===== config.mk =====
export PLATFORM = sky130hd
export DESIGN_NAME = circuit_breaker_gate_flat
export DESIGN_NICKNAME = d
export VERILOG_FILES = /design/src/hdl/cbg_pkg.sv /design/src/hdl/cbg_if.sv /design/src/hdl/circuit_breaker_gate.sv /design/src/flat_wrapper.sv
export SDC_FILE = /design/constraint.sdc
export NUM_CORES = 1
export LEC_CHECK = 0
export BUFFER_PORTS_ARGS = -buffer_cell sky130_fd_sc_hd__buf_4
export CORE_ASPECT_RATIO = 1.5
export CORE_MARGIN = 4
export CORE_UTILIZATION = 61
export CTS_CLUSTER_DIAMETER = 80
export DETAILED_ROUTE_END_ITERATION = 7
export PLACE_DENSITY = 0.79
export SYNTH_ARGS = -nofsm -noshare
export SYNTH_HDL_FRONTEND = slang
export SYNTH_SLANG_ARGS = --single-unit
export TNS_END_PERCENT = 100

===== constraint.sdc =====
create_clock -name clk -period 8.75 [get_ports clk]
set_input_delay 2.625 -clock clk [delete_from_list [all_inputs] [get_ports clk]]
set_output_delay 2.625 -clock clk [all_outputs]
set_load 0.005 [all_outputs]

===== src/hdl/cbg_pkg.sv =====
// Package for the circuit breaker gate: field widths, codes for actions, breaker
// modes, status, register indexes, sequencer states and reset values. No dependencies.
`timescale 1ns / 1ps

package cbg_pkg;

  // Field widths fixed by the item format
  localparam int ACTION_W = 2;
  localparam int TIME_W   = 32;
  localparam int COUNT_W  = 16;
  localparam int LIMIT_W  = 4;
  localparam int CFG_IDX_W  = 3;
  localparam int CFG_DATA_W = 32;

  typedef enum logic [ACTION_W-1:0] {
    ACT_ACQUIRE = 2'd0,
    ACT_SUCCESS = 2'd1,
    ACT_FAILURE = 2'd2,
    ACT_RESET   = 2'd3
  } action_t;

  typedef enum logic [1:0] {
    MODE_CLOSED = 2'd0,
    MODE_OPEN   = 2'd1,
    MODE_HALF   = 2'd2
  } mode_t;

  typedef enum logic [1:0] {
    ST_OK      = 2'd0,
    ST_OPEN    = 2'd1,
    ST_PROBE   = 2'd2,
    ST_INVALID = 2'd3
  } status_t;

  typedef enum logic [CFG_IDX_W-1:0] {
    CFG_FAILURE_THRESHOLD = 3'd0,
    CFG_SUCCESS_THRESHOLD = 3'd1,
    CFG_PROBE_LIMIT       = 3'd2,
    CFG_OPEN_HOLD_TIME    = 3'd3,
    CFG_PROBE_LIFETIME    = 3'd4
  } cfg_index_t;

  // Sequencer states
  typedef enum logic [2:0] {
    S_IDLE,
    S_CHECK,
    S_HOLD,
    S_READ,
    S_ELAPSED,
    S_EXPIRE,
    S_DECIDE,
    S_DONE
  } state_t;

  // Register reset values
  localparam logic [COUNT_W-1:0] FAILURE_THRESHOLD_RST = 16'd5;
  localparam logic [COUNT_W-1:0] SUCCESS_THRESHOLD_RST = 16'd1;
  localparam logic [LIMIT_W-1:0] PROBE_LIMIT_RST       = 4'd1;
  localparam logic [TIME_W-1:0]  OPEN_HOLD_TIME_RST    = 32'd1000;
  localparam logic [TIME_W-1:0]  PROBE_LIFETIME_RST    = 32'd1000;

endpackage


===== src/hdl/cbg_if.sv =====
// Valid/ready channel interfaces for the circuit breaker gate: command word
// in, result word out. Depends on cbg_pkg for field widths.
`timescale 1ns / 1ps

interface cbg_cmd_if;
  logic                         valid;
  logic                         ready;
  logic [cbg_pkg::ACTION_W-1:0] action;
  logic [cbg_pkg::TIME_W-1:0]   now;

  modport source (output valid, output action, output now, input ready);
  modport sink   (input valid, input action, input now, output ready);
endinterface

interface cbg_rsp_if;
  logic                        valid;
  logic                        ready;
  logic                        allowed;
  logic [1:0]                  mode;
  logic [cbg_pkg::TIME_W-1:0]  retry_after;
  logic [1:0]                  status;
  logic [cbg_pkg::COUNT_W-1:0] failure_count;

  modport source (output valid, output allowed, output mode, output retry_after,
                  output status, output failure_count, input ready);
  modport sink   (input valid, input allowed, input mode, input retry_after,
                  input status, input failure_count, output ready);
endinterface


===== src/hdl/circuit_breaker_gate.sv =====
// Circuit breaker gate top level: sequencer, breaker state, probe ring memory
// and one shared 32-bit subtract/compare unit. Depends on cbg_pkg, cbg_if.
`timescale 1ns / 1ps

// Three-state breaker (closed, open, half-open) driven by one command word at a
// time; each command yields exactly one result word. A word is taken only while
// the sequencer is idle, even if the previous result is still waiting on rsp.
// Commands that finish in the dispatch step (closed state, open-state reports,
// invalid configuration, resets) go straight to the result; a refused open acquire
// passes the hold check first, and half-open work walks the probe timestamp ring,
// retiring up to PROBE_DEPTH expired probes. In that walk one memory read port and
// the single shared subtractor handle one stored timestamp at a time, through the
// read, elapsed and expire steps. A stalled result holds the sequencer in its done
// step until the output register is free.
// Configuration writes are taken at any time but must only be issued while idle.
module circuit_breaker_gate #(
  parameter int PROBE_DEPTH = 8
) (
  input  logic                            clk,
  input  logic                            rst,
  input  logic                            cfg_we,
  input  logic [cbg_pkg::CFG_IDX_W-1:0]   cfg_index,
  input  logic [cbg_pkg::CFG_DATA_W-1:0]  cfg_data,
  cbg_cmd_if.sink                         cmd,
  cbg_rsp_if.source                       rsp
);

  localparam int IDX_W = (PROBE_DEPTH > 1) ? $clog2(PROBE_DEPTH) : 1;
  localparam int CNT_W = $clog2(PROBE_DEPTH + 1);
  localparam int SUM_W = IDX_W + 1;
  localparam int CMP_W = (CNT_W > cbg_pkg::LIMIT_W) ? CNT_W : cbg_pkg::LIMIT_W;
  localparam logic [IDX_W-1:0] LAST_IDX  = IDX_W'(PROBE_DEPTH - 1);
  localparam logic [SUM_W-1:0] DEPTH_SUM = SUM_W'(PROBE_DEPTH);
  localparam logic [CMP_W-1:0] DEPTH_CMP = CMP_W'(PROBE_DEPTH);

  localparam int TW = cbg_pkg::TIME_W;
  localparam int CW = cbg_pkg::COUNT_W;

  // Configuration registers
  logic [CW-1:0]                failure_threshold;
  logic [CW-1:0]                success_threshold;
  logic [cbg_pkg::LIMIT_W-1:0]  probe_limit;
  logic [TW-1:0]                open_hold_time;
  logic [TW-1:0]                probe_lifetime;

  always_ff @(posedge clk) begin
    if (rst) begin
      failure_threshold <= cbg_pkg::FAILURE_THRESHOLD_RST;
      success_threshold <= cbg_pkg::SUCCESS_THRESHOLD_RST;
      probe_limit       <= cbg_pkg::PROBE_LIMIT_RST;
      open_hold_time    <= cbg_pkg::OPEN_HOLD_TIME_RST;
      probe_lifetime    <= cbg_pkg::PROBE_LIFETIME_RST;
    end else if (cfg_we) begin
      unique case (cfg_index)
        cbg_pkg::CFG_FAILURE_THRESHOLD: failure_threshold <= cfg_data[CW-1:0];
        cbg_pkg::CFG_SUCCESS_THRESHOLD: success_threshold <= cfg_data[CW-1:0];
        cbg_pkg::CFG_PROBE_LIMIT:       probe_limit <= cfg_data[cbg_pkg::LIMIT_W-1:0];
        cbg_pkg::CFG_OPEN_HOLD_TIME:    open_hold_time <= cfg_data[TW-1:0];
        cbg_pkg::CFG_PROBE_LIFETIME:    probe_lifetime <= cfg_data[TW-1:0];
        default: ;
      endcase
    end
  end

  logic cfg_ok;
  assign cfg_ok = (failure_threshold != '0) && (success_threshold != '0) &&
                  (probe_limit != '0) && (open_hold_time != '0) &&
                  (probe_lifetime != '0);

  // Effective probe limit: smaller of register and ring depth
  logic [CMP_W-1:0] limit_ext;
  logic [CMP_W-1:0] eff_limit;
  assign limit_ext = CMP_W'(probe_limit);
  assign eff_limit = (limit_ext < DEPTH_CMP) ? limit_ext : DEPTH_CMP;

  // Sequencer and breaker state
  cbg_pkg::state_t  state, state_next;
  cbg_pkg::action_t cur_action, cur_action_next;
  logic [TW-1:0]    cur_now, cur_now_next;
  cbg_pkg::mode_t   breaker_mode, breaker_mode_next;
  logic [TW-1:0]    opened_time, opened_time_next;
  logic [CW-1:0]    fail_run, fail_run_next;
  logic [CW-1:0]    success_run, success_run_next;
  logic [IDX_W-1:0] probe_head, probe_head_next;
  logic [CNT_W-1:0] probe_count, probe_count_next;
  logic [TW-1:0]    elapsed, elapsed_next;

  // Result being built, and the output register
  logic             res_allowed, res_allowed_next;
  logic [TW-1:0]    res_retry, res_retry_next;
  cbg_pkg::status_t res_status, res_status_next;
  logic             out_valid, out_valid_next;
  logic             out_allowed, out_allowed_next;
  cbg_pkg::mode_t   out_mode, out_mode_next;
  logic [TW-1:0]    out_retry, out_retry_next;
  cbg_pkg::status_t out_status, out_status_next;
  logic [CW-1:0]    out_fail, out_fail_next;

  // Probe ring memory
  logic [TW-1:0]    probe_mem [PROBE_DEPTH];
  logic [TW-1:0]    rd_data;
  logic             mem_we;
  logic [SUM_W-1:0] wr_sum;
  logic [IDX_W-1:0] wr_addr;

  assign wr_sum  = SUM_W'(probe_head) + SUM_W'(probe_count);
  assign wr_addr = (wr_sum >= DEPTH_SUM) ? IDX_W'(wr_sum - DEPTH_SUM) : IDX_W'(wr_sum);

  always_ff @(posedge clk) begin
    if (mem_we) begin
      probe_mem[wr_addr] <= cur_now;
    end
    rd_data <= probe_mem[probe_head];
  end

  // Shared subtract/compare unit: diff = a - b, a_gt_b when a > b
  logic [TW-1:0] sub_a, sub_b, sub_diff;
  logic [TW:0]   sub_full;
  logic          a_gt_b;

  always_comb begin
    unique case (state)
      cbg_pkg::S_CHECK: begin
        sub_a = cur_now;
        sub_b = opened_time;
      end
      cbg_pkg::S_ELAPSED: begin
        sub_a = cur_now;
        sub_b = rd_data;
      end
      cbg_pkg::S_HOLD: begin
        sub_a = open_hold_time;
        sub_b = elapsed;
      end
      default: begin
        sub_a = probe_lifetime;
        sub_b = elapsed;
      end
    endcase
  end

  assign sub_full = {1'b0, sub_a} - {1'b0, sub_b};
  assign sub_diff = sub_full[TW-1:0];
  assign a_gt_b   = !sub_full[TW] && (sub_diff != '0);

  // Saturating counter increments and probe bookkeeping
  logic [CW-1:0]    fail_inc, success_inc;
  logic [IDX_W-1:0] head_adv;
  logic             ring_full;

  assign fail_inc    = (fail_run == '1) ? fail_run : fail_run + 1'b1;
  assign success_inc = (success_run == '1) ? success_run : success_run + 1'b1;
  assign head_adv    = (probe_head == LAST_IDX) ? '0 : probe_head + 1'b1;
  assign ring_full   = CMP_W'(probe_count) >= eff_limit;

  assign cmd.ready = (state == cbg_pkg::S_IDLE);

  // Next state and datapath
  always_comb begin
    state_next        = state;
    cur_action_next   = cur_action;
    cur_now_next      = cur_now;
    breaker_mode_next = breaker_mode;
    opened_time_next  = opened_time;
    fail_run_next     = fail_run;
    success_run_next  = success_run;
    probe_head_next   = probe_head;
    probe_count_next  = probe_count;
    elapsed_next      = elapsed;
    res_allowed_next  = res_allowed;
    res_retry_next    = res_retry;
    res_status_next   = res_status;
    out_valid_next    = out_valid && !rsp.ready;
    out_allowed_next  = out_allowed;
    out_mode_next     = out_mode;
    out_retry_next    = out_retry;
    out_status_next   = out_status;
    out_fail_next     = out_fail;
    mem_we            = 1'b0;

    unique case (state)
      cbg_pkg::S_IDLE: begin
        if (cmd.valid) begin
          cur_action_next  = cbg_pkg::action_t'(cmd.action);
          cur_now_next     = cmd.now;
          res_allowed_next = 1'b0;
          res_retry_next   = '0;
          res_status_next  = cbg_pkg::ST_OK;
          state_next       = cbg_pkg::S_CHECK;
        end
      end

      // Dispatch on action and mode
      cbg_pkg::S_CHECK: begin
        state_next = cbg_pkg::S_DONE;
        unique case (cur_action)
          cbg_pkg::ACT_ACQUIRE: begin
            if (!cfg_ok) begin
              res_status_next = cbg_pkg::ST_INVALID;
            end else if (breaker_mode == cbg_pkg::MODE_OPEN) begin
              elapsed_next = sub_diff;
              state_next   = cbg_pkg::S_HOLD;
            end else if (breaker_mode == cbg_pkg::MODE_HALF) begin
              state_next = cbg_pkg::S_READ;
            end else begin
              res_allowed_next = 1'b1;
            end
          end
          cbg_pkg::ACT_SUCCESS: begin
            if (breaker_mode != cbg_pkg::MODE_OPEN) begin
              fail_run_next = '0;
              if (breaker_mode == cbg_pkg::MODE_HALF) begin
                state_next = cbg_pkg::S_READ;
              end else begin
                success_run_next = '0;
              end
            end
          end
          cbg_pkg::ACT_FAILURE: begin
            if (breaker_mode == cbg_pkg::MODE_HALF) begin
              state_next = cbg_pkg::S_READ;
            end else if (breaker_mode != cbg_pkg::MODE_OPEN) begin
              fail_run_next = fail_inc;
              if (fail_inc >= failure_threshold) begin
                breaker_mode_next = cbg_pkg::MODE_OPEN;
                opened_time_next  = cur_now;
                fail_run_next     = '0;
                success_run_next  = '0;
                probe_head_next   = '0;
                probe_count_next  = '0;
              end
            end
          end
          default: begin
            breaker_mode_next = cbg_pkg::MODE_CLOSED;
            opened_time_next  = '0;
            fail_run_next     = '0;
            success_run_next  = '0;
            probe_head_next   = '0;
            probe_count_next  = '0;
          end
        endcase
      end

      // Open: refuse while hold time remains, else go half-open
      cbg_pkg::S_HOLD: begin
        if (a_gt_b) begin
          res_retry_next  = sub_diff;
          res_status_next = cbg_pkg::ST_OPEN;
          state_next      = cbg_pkg::S_DONE;
        end else begin
          breaker_mode_next = cbg_pkg::MODE_HALF;
          fail_run_next     = '0;
          success_run_next  = '0;
          probe_head_next   = '0;
          probe_count_next  = '0;
          state_next        = cbg_pkg::S_READ;
        end
      end

      // Oldest probe timestamp is read from the ring here
      cbg_pkg::S_READ: begin
        state_next = (probe_count == '0) ? cbg_pkg::S_DECIDE : cbg_pkg::S_ELAPSED;
      end

      cbg_pkg::S_ELAPSED: begin
        elapsed_next = sub_diff;
        state_next   = cbg_pkg::S_EXPIRE;
      end

      // Retire the oldest probe if its lifetime is used up
      cbg_pkg::S_EXPIRE: begin
        if (!a_gt_b) begin
          probe_head_next  = head_adv;
          probe_count_next = probe_count - 1'b1;
          state_next       = cbg_pkg::S_READ;
        end else begin
          state_next = cbg_pkg::S_DECIDE;
        end
      end

      // Half-open decision on live probes
      cbg_pkg::S_DECIDE: begin
        state_next = cbg_pkg::S_DONE;
        unique case (cur_action)
          cbg_pkg::ACT_ACQUIRE: begin
            if (ring_full) begin
              if (probe_count != '0) begin
                res_retry_next = a_gt_b ? sub_diff : '0;
              end
              res_status_next = cbg_pkg::ST_PROBE;
            end else begin
              mem_we           = 1'b1;
              probe_count_next = probe_count + 1'b1;
              res_allowed_next = 1'b1;
            end
          end
          cbg_pkg::ACT_SUCCESS: begin
            if (probe_count != '0) begin
              probe_head_next  = head_adv;
              probe_count_next = probe_count - 1'b1;
              success_run_next = success_inc;
              if (success_inc >= success_threshold) begin
                breaker_mode_next = cbg_pkg::MODE_CLOSED;
                opened_time_next  = '0;
                fail_run_next     = '0;
                success_run_next  = '0;
                probe_head_next   = '0;
                probe_count_next  = '0;
              end
            end
          end
          cbg_pkg::ACT_FAILURE: begin
            if (probe_count != '0) begin
              breaker_mode_next = cbg_pkg::MODE_OPEN;
              opened_time_next  = cur_now;
              fail_run_next     = '0;
              success_run_next  = '0;
              probe_head_next   = '0;
              probe_count_next  = '0;
            end
          end
          default: ;
        endcase
      end

      // Hand the result word to the output register once it is free
      cbg_pkg::S_DONE: begin
        if (!out_valid || rsp.ready) begin
          out_valid_next   = 1'b1;
          out_allowed_next = res_allowed;
          out_mode_next    = breaker_mode;
          out_retry_next   = res_retry;
          out_status_next  = res_status;
          out_fail_next    = fail_run;
          state_next       = cbg_pkg::S_IDLE;
        end
      end

      default: state_next = cbg_pkg::S_IDLE;
    endcase
  end

  // State register
  always_ff @(posedge clk) begin
    if (rst) begin
      state        <= cbg_pkg::S_IDLE;
      breaker_mode <= cbg_pkg::MODE_CLOSED;
      opened_time  <= '0;
      fail_run     <= '0;
      success_run  <= '0;
      probe_head   <= '0;
      probe_count  <= '0;
      out_valid    <= 1'b0;
    end else begin
      state        <= state_next;
      breaker_mode <= breaker_mode_next;
      opened_time  <= opened_time_next;
      fail_run     <= fail_run_next;
      success_run  <= success_run_next;
      probe_head   <= probe_head_next;
      probe_count  <= probe_count_next;
      out_valid    <= out_valid_next;
    end
  end

  // Payload registers
  always_ff @(posedge clk) begin
    cur_action  <= cur_action_next;
    cur_now     <= cur_now_next;
    elapsed     <= elapsed_next;
    res_allowed <= res_allowed_next;
    res_retry   <= res_retry_next;
    res_status  <= res_status_next;
    out_allowed <= out_allowed_next;
    out_mode    <= out_mode_next;
    out_retry   <= out_retry_next;
    out_status  <= out_status_next;
    out_fail    <= out_fail_next;
  end

  assign rsp.valid         = out_valid;
  assign rsp.allowed       = out_allowed;
  assign rsp.mode          = out_mode;
  assign rsp.retry_after   = out_retry;
  assign rsp.status        = out_status;
  assign rsp.failure_count = out_fail;

`ifndef SYNTHESIS
  // Ring never holds more probes than it has entries
  a_count_bound: assert property (@(posedge clk) disable iff (rst)
    32'(probe_count) <= PROBE_DEPTH)
    else $error("probe count exceeds ring depth");

  // Probes exist only in half-open mode
  a_probes_half: assert property (@(posedge clk) disable iff (rst)
    (state == cbg_pkg::S_IDLE && breaker_mode != cbg_pkg::MODE_HALF) |->
    probe_count == '0)
    else $error("probes outstanding outside half-open");

  // A granted word is never reported from an open breaker
  a_grant_ok: assert property (@(posedge clk) disable iff (rst)
    (out_valid && out_allowed) |->
    (out_status == cbg_pkg::ST_OK && out_mode != cbg_pkg::MODE_OPEN))
    else $error("grant with bad status or open mode");

  // An open refusal carries a nonzero wait and an open mode
  a_open_refuse: assert property (@(posedge clk) disable iff (rst)
    (out_valid && out_status == cbg_pkg::ST_OPEN) |->
    (out_retry != '0 && out_mode == cbg_pkg::MODE_OPEN && !out_allowed))
    else $error("open refusal malformed");

  // A new result word is loaded only when the previous one was taken
  a_no_overwrite: assert property (@(posedge clk) disable iff (rst)
    (out_valid && !rsp.ready) |=> $stable(out_retry) && out_valid)
    else $error("result word overwritten while stalled");
`endif

endmodule


===== src/flat_wrapper.sv =====
// flat-port wrapper written by rule: the top's interface ports become plain ports
module circuit_breaker_gate_flat 
#(
  parameter int PROBE_DEPTH = 8
)
  (clk, rst, cfg_we, cfg_index, cfg_data, cmd_valid, cmd_action, cmd_now, cmd_ready, rsp_valid, rsp_allowed, rsp_mode, rsp_retry_after, rsp_status, rsp_failure_count, rsp_ready);
  cbg_cmd_if cmd_i ();
  cbg_rsp_if rsp_i ();
  input  logic clk;
  input  logic rst;
  input  logic cfg_we;
  input  logic [cbg_pkg::CFG_IDX_W-1:0] cfg_index;
  input  logic [cbg_pkg::CFG_DATA_W-1:0] cfg_data;
  input wire logic [$bits(cmd_i.valid)-1:0] cmd_valid;
  input wire logic [$bits(cmd_i.action)-1:0] cmd_action;
  input wire logic [$bits(cmd_i.now)-1:0] cmd_now;
  output wire logic [$bits(cmd_i.ready)-1:0] cmd_ready;
  output wire logic [$bits(rsp_i.valid)-1:0] rsp_valid;
  output wire logic [$bits(rsp_i.allowed)-1:0] rsp_allowed;
  output wire logic [$bits(rsp_i.mode)-1:0] rsp_mode;
  output wire logic [$bits(rsp_i.retry_after)-1:0] rsp_retry_after;
  output wire logic [$bits(rsp_i.status)-1:0] rsp_status;
  output wire logic [$bits(rsp_i.failure_count)-1:0] rsp_failure_count;
  input wire logic [$bits(rsp_i.ready)-1:0] rsp_ready;
  assign cmd_i.valid = cmd_valid;
  assign cmd_i.action = cmd_action;
  assign cmd_i.now = cmd_now;
  assign cmd_ready = cmd_i.ready;
  assign rsp_valid = rsp_i.valid;
  assign rsp_allowed = rsp_i.allowed;
  assign rsp_mode = rsp_i.mode;
  assign rsp_retry_after = rsp_i.retry_after;
  assign rsp_status = rsp_i.status;
  assign rsp_failure_count = rsp_i.failure_count;
  assign rsp_i.ready = rsp_ready;
  circuit_breaker_gate #(.PROBE_DEPTH(PROBE_DEPTH)) u_core (.clk(clk), .rst(rst), .cfg_we(cfg_we), .cfg_index(cfg_index), .cfg_data(cfg_data), .cmd(cmd_i), .rsp(rsp_i));
endmodule

==> summary.md, run 1 <==
| Metric | Value |
|---|---|
| Worst path cell trace | `clkinv_1 > and2_1 > nor2_2 > buf_4 > nand2_1 > nand2_1 > ha_1 > inv_1 > fa_1 > a21o_1 > a221oi_4 > or3_1 > nand2_1 > xor2_1 > or4_1 > or4_4 > nor4_4 > a22o_1 > nand2_1 > nand2_1 > nor2_1` |
| Register bit count reported by yosys | `just over 600` |
| Fmax | `~0.14 GHz` |
| Slew @ Worst Pin | `1370 ps` |
| EDFF count, synth | `410` |
| CTS tree | `built` |
| Ys async rst share | `0%` |
| Final Max Slew Viols | `0` |
| Area Overhead vs Synth | `12.3%` |
| Chip Width | `about 180 um` |
| Critical Path RT | `roughly 9100 ps` |
| DP Wirelength | `between 50 and 60 mm` |
| Crit end category | `flip-flop` |
| Insertion delay to the later sink of the worst-skew pair | `just over 600 ps` |
| Overflow after GRT | `0` |
| Clock Tree Buf Depth | `3` |
| N_diodes | `0` |
| Fillers | `roughly 3200` |
| Vias in the first global route | `19107` |
| Worst path bufs/invs | `3` |
| Placed cell count | `~2900` |
| Arrival time at the worst endpoint | `~7700 ps` |
| Pre-antenna DRT Iters | `6` |
| Drt wl/cell | `about 25 um` |
| DRT iter0 DRCs | `~1800` |
| Simple-gate area share of the yosys netlist | `12.6%` |
| Post-synth cell types | `between 70 and 80` |
| Antenna-violating nets left | `0` |
| Initial core utilization | `around 62%` |
| Cell row count | `between 90 and 100` |
| DIE HEIGHT | `about 270 um` |
| Max FO, Critical Path | `20` |
| Mux cell area share after synthesis | `roughly 7.2%` |
| Static leakage | `between 10 and 15 nW` |
| Setup TNS | `0 ps` |
| Synth Area in Compound Gates | `10.7%` |
| Max-cap violations | `0` |
| Largest family of logic cells by synthesized area | `simple AND/OR/NAND/NOR gates` |
| Share of cells above drive strength 1 | `~16%` |
| First-pass GRT wire length | `112 mm` |
| Crit path top cell by count | `nand2_1` |
| NumNets Final | `~2500` |
| Synth Area in Adders | `between 3 and 4%` |
| Post_cts resized | `0` |
| Final worst-path cycle share | `a little over four fifths` |
| Max stage delay on crit path | `720 ps` |
| Clock skew | `~21 ps` |
| CP Class | `reg -> reg` |
| Status | `finished, final reports clean` |
| HP Class | `reg -> reg` |
| Syn avg cell area | `11.9 um^2` |
| Xor and xnor area share after synthesis | `1.46%` |
| Family with the most delay on the worst path | `simple AND/OR/NAND/NOR gates` |
| Tmin final | `about 7400 ps` |
| CTS clock-pin slew for the worst setup and hold paths | `approximately 60 ps` |
| Clock sink count | `a little over 600` |
| Slew Limit Headroom | `about 9%` |
| RSZ-0062 raised after global routing | `false` |
| Largest net degree at the start of global routing | `80` |
| Drt total wl | `between 70 and 80 mm` |
| Worst path depth | `21` |
| Post-synthesis sequential area ratio | `61.2%` |
| Min-Delay Path Depth | `0` |
| I/O Buffers | `128` |
| Post-CTS setup buffers | `0` |
| PD cells | `306 nW/um^2` |
| CTS buffer count | `55` |
| Syn Nets | `2420` |
| Vias/cell | `~6.4` |
| I/O pins | `roughly 130` |
| Vias after detailed routing | `18925` |
| Mapped cell area | `27000 um^2` |
| Area of the die | `around 48000 um^2` |
| Core box area | `43800 um^2` |
| Worst Reg-to-Reg Cells | `21` |
| Post-route insts no fill | `between 2000 and 3000` |
| Antenna violations before repair | `0` |
| Slowest-stage cell, CP | `dfxtp_1` |
| Root Buffer | `clkbuf_16` |
| Final setup viols | `0` |
| H-Tree Level Count | `2` |
| Prevailing post-synth register cell | `edfxtp_1` |
| GP Congestion | `slightly below 1` |
| Mapped Cells | `roughly 2300` |
| All-Layer GR Usage | `30.3%` |
| Hold buffers post-CTS | `0` |
| DR DRC count | `0` |
| Max VDD drop | `between 0.15 and 0.2 mV` |
| Final Hold Violating Endpoints | `0` |
| Worst setup SP type | `flip-flop` |
| Synthesis warning total | `0` |
## kinds of logic (layout without fill, tap and decap cells)
kind of cell               Yosys count  count (layout)
and+or+nand+nor                    749             749
muxes                              110             110
AOI/OAI and AO/OA                  447             447
xor gates and xnor gates            45              45
DFF                                619             619
adders and majority gates           84              84
buffers and inverters              208             342
## per-layer routing
layer  vias to the layer above  routed length, um  GRT usage [%]
met5                         -                  0              0
met1                      9349              25700           35.0
met3                       212               4210           3.31
met4                         0               4220           14.5
li1                       8513                  -              -
met2                       851              39600           56.4
## cells in the mapped netlist (32+ instances only)
master	count	share of area, %
nand3_1	78	1.4
nand2_1	381	5.3
edfxtp_1	410	46
a22oi_1	32	0.89
a21oi_1	211	3.9
mux2_2	36	1.5
o21ai_0	44	0.82
mux4_2	64	5.3
ha_1	82	3.8
inv_1	80	1.1
clkbuf_1	109	1.5
nor2_1	107	1.5
a22o_1	33	1.1
dfxtp_1	209	16
## layout by cell type (no fill, tap or decap), types with 64 or more instances in the layout
master    instances
mux4_2           64
dfxtp_1         207
nand2_1         381
a21oi_1         210
nor2_1           99
ha_1             82
nand3_1          78
edfxtp_1        410
buf_4           157
inv_1            80
## worst paths after layout
check                                            endpoint                 from  slack, ps
worst max-delay path                  u_core.res_retry[2]      u_core.state[2]       1390
worst max register to register        u_core.res_retry[2]      u_core.state[2]       1390
worst min register to register  u_core.rsp.retry_after[5]  u_core.res_retry[5]        420
worst min-delay path            u_core.rsp.retry_after[5]  u_core.res_retry[5]        420
## registers in the layout, summed over array words and instances, names as in the netlist, 32 cells and up
signal and flops:
u_core.res_retry 32, u_core.cur_now 32, u_core.rd_data 32, u_core.probe_mem 256
u_core.probe_lifetime 32, u_core.open_hold_time 32, u_core.opened_time 32, u_core.rsp.retry_after 32
u_core.elapsed 32
## through the flow
step	instance area (um^2)	hold WS (ps)	util (%)	setup WS [ps]	power [mW]
global placement	28500	403	65.1	1640	6.80
floorplan	27000	400	-	916	5.79
CTS	30300	422	69.2	1470	9.25
global route	30300	427	69.2	847	9.69
finish	30300	419	69.2	1390	9.27
detailed placement	28500	407	65.1	1510	6.83
## report_power, final
part	switching (mW)	internal [mW]	leakage, nW	total [mW]
combinational	2.11	0.966	4.44	3.07
sequential	0.210	3.56	5.42	3.77
clock	1.10	1.34	0.880	2.44
total	3.41	5.86	10.7	9.27
## area by class of cell
type                            instances  area [um^2]  area share [%]
Sequential cell                       619        16500            54.5
Multi-Input combinational cell       1435         9770            32.3
Clock inverter                         31          304            1.00
Timing Repair Buffer                  157         1180            3.89
Clock buffer                           73         1510            4.97
Tap cell                              576          721            2.38
Inverter                               81          304            1.00
Power figures use the tool's default switching activity.
==> run 2, diff against run 1 <==
==> constraint.sdc (replaced) <==
create_clock -name clk -period 7.4 [get_ports clk]
set_input_delay 2.22 -clock clk [delete_from_list [all_inputs] [get_ports clk]]
set_output_delay 2.22 -clock clk [all_outputs]
set_load 0.005 [all_outputs]
==> summary.md, run 2 (synthesis gave the netlist of run 1 again) <==
| Metric | Value |
|---|---|
| Max VDD drop | `0.235 mV (was 0.188 mV)` |
| R2R setup slack | `500 ps (was 1390 ps)` |
| Reg power frac | `39.2% (was 40.6%)` |
| Setup TNS | `0 ps (unchanged)` |
| Final Max Slew Viols | `0 (unchanged)` |
| Initial core utilization | `61.7% (unchanged)` |
| Final setup viols | `0 (unchanged)` |
| Core box area | `43800 um^2 (unchanged)` |
| CTS clock-pin slew for the worst setup and hold paths | `70 ps (was 60 ps)` |
| Post_cts resized | `0 (unchanged)` |
| Antenna-violating nets left | `0 (unchanged)` |
| DP Wirelength | `50.6 mm (was 50.1 mm)` |
| Power Internal | `7.14 mW (was 5.86 mW)` |
| Post-CTS setup buffers | `0 (unchanged)` |
| Vias/cell | `6.35 (was 6.37)` |
| Status | `finished, final reports clean (unchanged)` |
| DRT iter0 DRCs | `1717 (was 1820)` |
| Clock skew | `30.6 ps (was 21.2 ps)` |
| I/O Buffers | `128 (unchanged)` |
| HP Class | `reg -> reg (unchanged)` |
| All-Layer GR Usage | `30.6% (was 30.3%)` |
| Drt total wl | `74.5 mm (was 73.6 mm)` |
| Pre-antenna DRT Iters | `6 (unchanged)` |
| Chip Width | `180 um (unchanged)` |
| Cell row count | `94 (unchanged)` |
| Insertion delay to the later sink of the worst-skew pair | `620 ps (about the same)` |
| Worst setup SP type | `flip-flop (unchanged)` |
| Max FFs per register | `256 (unchanged)` |
| DR DRC count | `0 (unchanged)` |
| Switch share | `36.6% (was 36.8%)` |
| CTS tree | `built (unchanged)` |
| Final Hold Violating Endpoints | `0 (unchanged)` |
| PD cells | `369 nW/um^2 (was 306 nW/um^2)` |
| I/O pins | `129 (unchanged)` |
| Crit end category | `flip-flop (unchanged)` |
| Largest Register | `u_core.probe_mem (unchanged)` |
| Antenna violations before repair | `0 (unchanged)` |
| Area of the die | `47700 um^2 (unchanged)` |
| Largest net degree at the start of global routing | `78 (was 80)` |
| GP Congestion | `1.01 (was 0.973)` |
| Top routing layer used | `met4 (unchanged)` |
| CP Class | `reg -> reg (unchanged)` |
| Max-cap violations | `0 (unchanged)` |
| Most common cell after layout, fill and taps aside | `edfxtp_1 (unchanged)` |
| Area Overhead vs Synth | `13.2% (was 12.3%)` |
| RSZ-0062 raised after global routing | `false (unchanged)` |
| H-Tree Level Count | `2 (unchanged)` |
| Vias in the first global route | `19085 (was 19107)` |
| Hold buffers post-CTS | `0 (unchanged)` |
| Overflow after GRT | `0 (unchanged)` |
| DIE HEIGHT | `266 um (unchanged)` |
| First-pass GRT wire length | `112 mm (about the same)` |
| NumNets Final | `2526 (was 2507)` |
| Psw | `4.12 mW (was 3.41 mW)` |
| Max FO, Critical Path | `33 (was 20)` |
| Share of cells above drive strength 1 | `16.5% (was 15.7%)` |
| Clock Tree Buf Depth | `3 (unchanged)` |
| Met1 WL | `25.5 mm (was 25.7 mm)` |
| Comb pwr share | `34.3% (was 33.1%)` |
| Final total power | `11.3 mW (was 9.27 mW)` |
| Vias after detailed routing | `19001 (was 18925)` |
| CTS buffer count | `54 (was 55)` |
| Drt wl/cell | `24.9 um (was 24.8 um)` |
| Met3 WL post-DR | `4.61 mm (was 4.21 mm)` |
| Clock sink count | `619 (unchanged)` |
| Final worst-path cycle share | `93.3% (was 84.1%)` |
| Static leakage | `10.9 nW (was 10.7 nW)` |
| Critical Path RT | `7740 ps (was 9060 ps)` |
| Slew @ Worst Pin | `1110 ps (was 1370 ps)` |
| Tmin final | `6900 ps (was 7360 ps)` |
| WL met2 | `39.1 mm (was 39.6 mm)` |
| Clock power frac | `26.5% (was 26.3%)` |
| Arrival time at the worst endpoint | `7250 ps (was 7670 ps)` |
| Slew Limit Headroom | `25.9% (was 8.91%)` |
| Most frequent cells in the layout | `410 x edfxtp_1, 381 x nand2_1, 210 x a21oi_1 (unchanged)` |
| Root Buffer | `clkbuf_16 (unchanged)` |
| Fmax | `0.145 GHz (was 0.136 GHz)` |
## run 2: power by group through the flow
stage          Combinational [mW]  Sequential [mW]  Clock (mW)
2_1_floorplan                2.47             4.38           0
3_3_place_gp                 3.74             4.47           0
3_5_place_dp                 3.77             4.48           0
4_1_cts                      3.80             4.41        3.01
5_1_grt                      4.14             4.44        3.15
6_report                     3.86             4.42        2.98
## run 2: area by class of cell
class | instances | area, um^2
Sequential cell | 619 | 16500
Fill cell | 3112 | 13200
Multi-Input combinational cell | 1435 | 9780
Clock buffer | 72 | 1540
Timing Repair Buffer | 177 | 1340
Tap cell | 576 | 721
Clock inverter | 30 | 355
Inverter | 81 | 304
Antenna cell | 2 | 5.00
## run 2: stage by stage
| stage | setup slack (ps) | cells | util (%) | instance area, um^2 | hold slack (ps) |
|---|---|---|---|---|---|
| 2_1_floorplan | 713 | 2262 | - | 27000 | 400 |
| 3_3_place_gp | 816 | 2888 | 65.5 | 28600 | 403 |
| 3_5_place_dp | 704 | 2888 | 65.5 | 28600 | 405 |
| 4_1_cts | 631 | 2990 | 69.8 | 30500 | 420 |
| 5_1_grt | 249 | 2990 | 69.8 | 30500 | 426 |
| 6_report | 499 | 2992 | 69.8 | 30500 | 419 |
## run 2: path summary, 6_finish.rpt
path,start,to,depth (start not counted)
worst max-delay path,u_core.state[0],u_core.res_retry[1],20
worst max register to register,u_core.state[0],u_core.res_retry[1],20
worst min register to register,u_core.res_retry[13],u_core.rsp.retry_after[13],0
worst min-delay path,u_core.res_retry[13],u_core.rsp.retry_after[13],0
## run 2: critical path, stage by stage (launching register included)
cell and delay (ps):
dfxtp_1 740, nor2b_1 350, nand2_1 230, nand2b_1 140
buf_4 340, nor2_2 80, buf_4 270, nand2_1 120
nand2_1 60, ha_1 460, and3_1 250, a221oi_4 110
or3_1 450, and4_1 260, nor3b_1 550, o2111ai_1 250
or4_4 480, nor4_4 330, a22o_1 390, a21oi_1 400
and2_1 320
## run 2: metal layers
metal,GRT usage (%),up-vias
met2,55.7,922
met5,0,-
li1,-,8570
met1,34.7,9251
met3,3.68,258
met4,17.7,0
